`src/design/iovc_pkg.sv`:
```
// ----------------------------------------------------------------------------
// iovc_pkg
// shared constants, types and codes of the interval overlap counter
// ----------------------------------------------------------------------------
package iovc_pkg;

   localparam int MAX_INTERVALS = 1024;
   localparam int POS_WIDTH     = 32;

   // chain geometry: a power-of-two row of lanes, each with its own bank
   localparam int CELL_BITS  = 4;
   localparam int N_CELLS    = 1 << CELL_BITS;
   localparam int LANE_NEED  = (MAX_INTERVALS + N_CELLS - 1) / N_CELLS;
   localparam int ADDR_BITS  = (LANE_NEED > 2) ? $clog2(LANE_NEED) : 1;
   localparam int BANK_DEPTH = 1 << ADDR_BITS;
   localparam int IDX_W      = ADDR_BITS + CELL_BITS;

   // stored count and compare widths
   localparam int CNT_W = $clog2(MAX_INTERVALS + 1);
   localparam int CMP_W = (IDX_W > CNT_W) ? IDX_W : CNT_W;

   // result count field, saturating
   localparam int COUNT_W = 11;

   // item kinds
   localparam logic [1:0] KIND_LOAD  = 2'd0;
   localparam logic [1:0] KIND_QUERY = 2'd1;
   localparam logic [1:0] KIND_CLEAR = 2'd2;

   typedef logic [POS_WIDTH-1:0] pos_type;
   typedef logic [COUNT_W-1:0]   count_type;
   typedef logic [ADDR_BITS-1:0] addr_type;

   // control broadcast from the sequencer to every cell
   typedef struct packed {
      logic     wr_en;
      addr_type wr_addr;
      pos_type  wr_start;
      pos_type  wr_end;
      addr_type rd_addr;
      logic     scan_en;
      logic     clear_acc;
      logic     shift;
   } cell_ctrl_type;

   typedef enum logic [3:0] {
      ST_IDLE   = 4'b0001,
      ST_SCAN   = 4'b0010,
      ST_SETTLE = 4'b0100,
      ST_DRAIN  = 4'b1000
   } state_type;

endpackage

```
`src/design/iovc_cell.sv`:
```
// ----------------------------------------------------------------------------
// iovc_cell
// one lane: a bank of stored intervals, an overlap compare and a local
// count that shifts down the chain when the scan is over
// ----------------------------------------------------------------------------
module iovc_cell (
   input  logic                    clock,
   input  logic                    reset,
   input  iovc_pkg::cell_ctrl_type ctrl,
   input  logic                    lane_wr,
   input  logic                    lane_live,
   input  iovc_pkg::pos_type       query_start,
   input  iovc_pkg::pos_type       query_end,
   input  iovc_pkg::count_type     acc_prev,
   output iovc_pkg::count_type     acc_out
);
   import iovc_pkg::*;

   pos_type   bank_start [BANK_DEPTH];
   pos_type   bank_end   [BANK_DEPTH];
   pos_type   rd_start_ff;
   pos_type   rd_end_ff;
   logic      hit_en_ff;
   count_type acc_ff;
   count_type acc_in;
   logic      overlap;

   always_ff @(posedge clock) begin
      if (ctrl.wr_en && lane_wr) begin
         bank_start[ctrl.wr_addr] <= ctrl.wr_start;
         bank_end[ctrl.wr_addr]   <= ctrl.wr_end;
      end
      rd_start_ff <= bank_start[ctrl.rd_addr];
      rd_end_ff   <= bank_end[ctrl.rd_addr];
   end

   // closed intervals meet unless one lies wholly past the other
   assign overlap = !((query_end < rd_start_ff) || (query_start > rd_end_ff));

   always_comb begin
      acc_in = acc_ff;
      if (ctrl.clear_acc) begin
         acc_in = '0;
      end else if (ctrl.shift) begin
         acc_in = acc_prev;
      end else if (hit_en_ff && overlap && (acc_ff != {COUNT_W{1'b1}})) begin
         acc_in = acc_ff + COUNT_W'(1);
      end
   end

   always_ff @(posedge clock) begin
      if (reset) begin
         hit_en_ff <= 1'b0;
         acc_ff    <= '0;
      end else begin
         hit_en_ff <= ctrl.scan_en && lane_live;
         acc_ff    <= acc_in;
      end
   end

   assign acc_out = acc_ff;

endmodule

```
`config.mk`:
```
export PLATFORM = sky130hd
export DESIGN_NAME = iovc_cell
export DESIGN_NICKNAME = d
export VERILOG_FILES = /design/src/design/iovc_pkg.sv /design/src/design/iovc_cell.sv
export SDC_FILE = /design/constraint.sdc
export NUM_CORES = 2
export LEC_CHECK = 0
export BUFFER_PORTS_ARGS = -buffer_cell sky130_fd_sc_hd__buf_4
export CAP_MARGIN = 20
export CORE_ASPECT_RATIO = 1.25
export CORE_UTILIZATION = 60
export CTS_BUF_LIST = sky130_fd_sc_hd__clkbuf_2
export DETAILED_ROUTE_END_ITERATION = 12
export PLACE_DENSITY = 0.76
export SETUP_SLACK_MARGIN = 0.05
export SLEW_MARGIN = 10
export SYNTH_ARGS = -nofsm -noshare
export SYNTH_HDL_FRONTEND = slang
export SYNTH_SLANG_ARGS = --single-unit
```
`constraint.sdc`:
```
create_clock -name clock -period 12.6 [get_ports clock]
set_input_delay 1.26 -clock clock [delete_from_list [all_inputs] [get_ports clock]]
set_output_delay 1.26 -clock clock [all_outputs]
set_load 0.005 [all_outputs]
```
# After elaboration in Yosys (flattened, before gate mapping)
# Memories as Yosys holds them, arrays and structs flattened. A register that Yosys moved wholly into a read port is not among the register bits.
# Cells that the tools add are included.
dict set report word_totals {
  regBits 12
  ram_bits 4096
  inputBits 159
  out_inout_bits 11
  word_cells 20
  memories 2
}
dict set report op_classes {
  n_addsub 1
  magnitude_cmp 2
  n_eq_ne 1
  mux 4
  reduce_logical 8
}
# memory words width read_ports rd_ports_with_merged_regs wr line
set memory_table {}
lappend memory_table {bank_end 64 32 1 1 1 iovc_cell.sv:20} ;# pos_type bank_end [BANK_DEPTH];
lappend memory_table {bank_start 64 32 1 1 1 iovc_cell.sv:19} ;# pos_type bank_start [BANK_DEPTH];
# operator count
set ops {}
lappend ops {{32-bit greater-than comparator} 1}
lappend ops {{32-bit less-than comparator} 1}
lappend ops {{11-bit 2-to-1 mux} 2}
lappend ops {{11-bit by 1-bit adder with 11-bit output (second input constant)} 1}
lappend ops {{11-bit != test (second input constant)} 1}
lappend ops {{1-bit logical AND} 4}
lappend ops {{1-bit 2-to-1 mux} 2}
lappend ops {{2-bit nonzero test} 1}
lappend ops {{2-bit OR reduction} 1}
lappend ops {{1-bit zero test} 1}
lappend ops {{1-bit logical OR} 1}

# Longest topological paths before layout
dict set report depth {
  word_depth 7
  ltp_mapped 10
  mapped_depth_nobuf 9
}

# Least setup slack after synthesis
# Ideal clock, no wire load.
dict set report synth_timing {
  path_kind {input to register}
  startpoint {in ctrl[77] in the netlist's numbering}
  endpoint {mem bank_end[16][0] in the netlist's numbering, enable pin}
  setup_time_ns 0.486
  t_arrival_ns 4.761
  required_time_ns 12.114
  path_slack_ns 7.352
  cell_stages 4
  path_buffers 2
  cell_sequence {clkbuf_1 -> or3b_2 -> clkbuf_1 -> nor2_1}
}
# item line
set synth_rtl {}
lappend synth_rtl {{start, declared} iovc_cell.sv:9} ;# input iovc_pkg::cell_ctrl_type ctrl,
lappend synth_rtl {{end, declared} iovc_cell.sv:20}
# No word-level cell before the write port.

# Worst setup path in the final report
dict set report layout_timing {
  startpoint {reg rd_end_ff[31], read port of bank_end}
  endpoint {reg acc_ff[1] (netlist: acc_out[1])}
}
dict set report layout_via {
  elab_chain_len 6
}
# item line
set layout_rtl {}
lappend layout_rtl {{start, declared} iovc_cell.sv:22} ;# pos_type rd_end_ff;
lappend layout_rtl {{32-bit greater-than comparator} iovc_cell.sv:38} ;# assign overlap = !((query_end < rd_start_ff) || (query_start > rd_end_ff));
lappend layout_rtl {{1-bit logical OR} iovc_cell.sv:38}
lappend layout_rtl {{1-bit zero test} iovc_cell.sv:38}
lappend layout_rtl {{1-bit logical AND (2 in series)} iovc_cell.sv:46} ;# end else if (hit_en_ff && overlap && (acc_ff != {COUNT_W{1'b1}})) begin
lappend layout_rtl {{2-bit nonzero test (no line)} n/a}
lappend layout_rtl {{end signal, assigned} iovc_cell.sv:57} ;# acc_ff <= acc_in;
lappend layout_rtl {{end, declared} iovc_cell.sv:24} ;# count_type acc_ff;
# Every way passes these cells.
# A chain may end at the register's enable or synchronous reset.

==> results.py <==
metrics = {
    "die": {
        "start_util_pct": 60.44,
        "core_mm2": 0.2622,
        "ios": 170,
        "die_area_mm2": 0.2662,
        "die_h_um": 576.6,
        "row_count": 210,
        "fp.dieW_um": 461.7,
    },
    "synthesis": {
        "yosys_warnings": 0,
        "syn_inst": 6202,
        "seq_area_frac_synth_pct": 78.57,
        "avgSynthCellArea_um2": 25.55,
        "synthFlopType": "edfxtp_1",
        "synth_adder_area_share_pct": 0.5053,
        "synth.cell_area_mm2": 0.1585,
        "synth_seq_cells": 4172,
        "synth.distinct_cells": 46,
        "synthMuxAreaShare_pct": 19.11,
        "synthArstFlopShare_pct": 0,
        "synthTopCellsByArea": "edfxtp_1 78%, mux4_2 19%, dfxtp_1 0.96%",
        "synth_top_family_by_area": "multiplexers",
        "synth_top_area_share_pct": 77.61,
        "synth_edf_count": 4096,
        "synth.net_count": 6425,
        "synth_top_area_cell": "edfxtp_1",
        "synth-xor-area-share_pct": 0.005526,
        "synth_compound_area_share_pct": 0.3071,
        "synthSimpleGateAreaFrac_pct": 0.4753,
    },
    "flow_run": {
        "max-cap-violations": 0,
    },
    "routing": {
        "wl_met2_um": 201500,
        "drt-met1-wl_um": 135100,
        "firstDrtPassIters": 8,
        "dr.max_layer_used": "met5",
        "post-route-drc-count": 0,
        "wirelength_um": 405300,
        "antenna_left": 0,
        "wl_met3_um": 47350,
        "wl_per_cell_um": 35.31,
        "dr_total_vias": 76830,
        "drtIter0Drc": 10630,
        "viasPerCell": 6.694,
    },
    "cts": {
        "h-tree-depth": 6,
        "root_buffer": "clkbuf_2",
        "cts_tree": "built",
        "path_clk_slew_ns": 0.12,
        "cts.path.max_buffers": 4,
        "cts_buffers": 904,
        "cts_setup_buffers": 0,
        "clock_sinks": 4172,
        "clk_latency_ns": 1.93,
    },
    "timing": {
        "setup_slack_ns": 7.903,
        "fmax_mhz": 212.9,
        "final_max_slew_viol_count": 0,
        "clock_skew_ns": 0.1068,
        "fin_setup_tns_ns": 0,
        "setup_viol": 0,
        "slew_headroom_pct": 21.18,
        "period_minus_slack_ns": 4.697,
        "holdWs_ns": 0.2069,
        "worst_pin_slew_ns": 1.182,
        "rsz0062_at_grt": "false",
        "hold_viol": 0,
        "timing.final.crit_share_pct": 37.27,
    },
    "global_routing": {
        "grt-ovfl-total": 0,
        "grt_max_degree": 157,
        "grt_pass1_wl_um": 566100,
        "grt_usage_pct": 30.97,
        "antenna_found_initial": 21,
        "grt_pass1_vias": 78540,
    },
    "pwr": {
        "power.leakage_nw": 55.81,
        "p_switching_mw": 5.814,
        "clkPwrFrac_pct": 33.0,
        "pwr-share-comb_pct": 5.2,
        "seqPwrFrac_pct": 61.7,
        "power_density_mw_per_mm2": 142.7,
        "internal-power_mw": 19.03,
        "switching_share_pct": 23.40,
        "max-vdd-ir-drop_uv": 110.1,
    },
    "finish": {
        "nFillCells": 16570,
        "drive_above_1_share_pct": 40.14,
        "area_growth_pct": 9.849,
        "nNetsFinal": 7468,
    },
    "place": {
        "globalplace.congestion": 0.7835,
        "dp_hpwl_um": 197900,
        "port_buffers": 169,
        "dp_slack_ns": 6.971,
    },
    "critical_path": {
        "crit_path_end_kind": "register",
        "arrival_ns": 6.43,
        "cp_max_fo": 19,
        "required_ns": 14.34,
        "startpoint_type": "register",
        "regToRegSetupSlack_ns": 7.90,
        "worst-setup-path-type": "reg2reg",
    },
    "worst_hold_path": {
        "hp-class": "in2reg",
    },
    "run_status": {
        "status": "finished, final reports clean",
    },
}
state kept, by name (all words and copies together), names as in the netlist:
signal and cells:
bank_start 2048, acc_out 11, rd_end_ff 32, hit_en_ff 1
rd_start_ff 32, bank_end 2048
power groups by stage:
stage	clock [mW]	combinational (mW)	sequential [mW]
floorplan	0	0.789	15.6
global placement	0	1.24	15.6
detailed placement	0	1.28	15.7
CTS	8.32	1.31	15.3
global route	8.94	1.38	15.3
finish	8.20	1.30	15.3
cell usage in the layout, fill, tap and decap left out, types with 9 or more instances in the layout:
| master | count |
|---|---|
| nand3_1 | 14 |
| mux4_2 | 1344 |
| nand2_1 | 25 |
| edfxtp_1 | 4096 |
| nor2_1 | 14 |
| inv_1 | 71 |
| clkinv_2 | 37 |
| clkinvlp_4 | 9 |
| clkinv_1 | 183 |
| diode_2 | 10 |
| clkbuf_2 | 1370 |
| o21ai_0 | 24 |
| dfxtp_1 | 76 |
| bufinv_16 | 12 |
| a21oi_1 | 24 |
| nor2_4 | 64 |
| buf_4 | 324 |
| dlygate4sd3_1 | 105 |
| buf_12 | 10 |
| nand4_1 | 15 |
| ha_1 | 64 |
critical path: stages (launching register included):
cell and delay (ns):
dfxtp_1 0.38, inv_1 0.06, ha_1 0.44, nand4_1 0.49, nor4_1 0.59, nor2b_1 0.48
o31a_1 0.58, a211o_1 0.53, mux2i_1 0.26, a21oi_1 0.08, dlygate4sd3_1 0.58
routing by layer:
metal	GRT usage [%]	up-vias
li1	-	29900
met1	40.48	40270
met2	50.18	5608
met3	6.483	1044
met4	15.23	10
met5	0	-
cell type report:
| type | count | area [µm²] | share of cell area (%) |
|---|---|---|---|
| flip-flops and latches | 4172 | 124500 | 71.52 |
| inverters | 71 | 266.5 | 0.1531 |
| clock buffers | 1370 | 6857 | 3.938 |
| well taps | 3498 | 4377 | 2.514 |
| clock inverters | 260 | 1429 | 0.8207 |
| repair buffers | 446 | 3809 | 2.188 |
| multi-input cells | 1650 | 32820 | 18.85 |
| diodes | 10 | 25.02 | 0.01437 |
cell usage after synthesis (all sizes together) (2+ instances only):
master / count
a211o: 2
a21o: 2
a21oi: 24
a221o: 3
a221oi: 2
a31oi: 7
buf: 138
clkbuf: 171
dfxtp: 76
edfxtp: 4096
ha: 64
inv: 71
mux4: 1344
nand2: 25
nand2b: 2
nand3: 14
nand3b: 3
nand4: 15
nor2: 78
nor2b: 4
nor4: 3
o21ai: 24
o31ai: 5
or3: 4
or3b: 2
or4: 6
final timing paths:
kind                  start             to  depth (start not counted)
max           rd_end_ff[31]     acc_out[1]                         10
min                 ctrl[7]  rd_end_ff[14]                          3
max reg2reg   rd_end_ff[31]     acc_out[1]                         10
min reg2reg  bank_end[3][1]   rd_end_ff[1]                          3
metrics by stage:
stage	utilization (%)	instance area, µm²	std cells	total power [mW]
2_1_floorplan	-	158500	6202	16.42
3_3_place_gp	62.80	164700	9730	16.89
3_5_place_dp	62.81	164700	9731	16.93
4_1_cts	66.37	174000	11470	24.96
5_1_grt	66.39	174100	11470	25.66
6_report	66.39	174100	11480	24.84
cell families (layout without fill, tap and decap cells):
family,after synthesis,after routing
flip-flops,4172,4172
multiplexers,1345,1345
buffers and inverters,380,2147
AND/OR/NAND/NOR,161,161
AO/OA/AOI/OAI,79,79
adder cells (fa/ha/maj),64,64
XOR/XNOR,1,1
other,0,10
what timing repair did:
item	in CTS	in global routing
gates resized for setup	0	0
hold buffers	105	0
hold endpoints to repair	4147	0
Power figures use the tool's default switching activity.
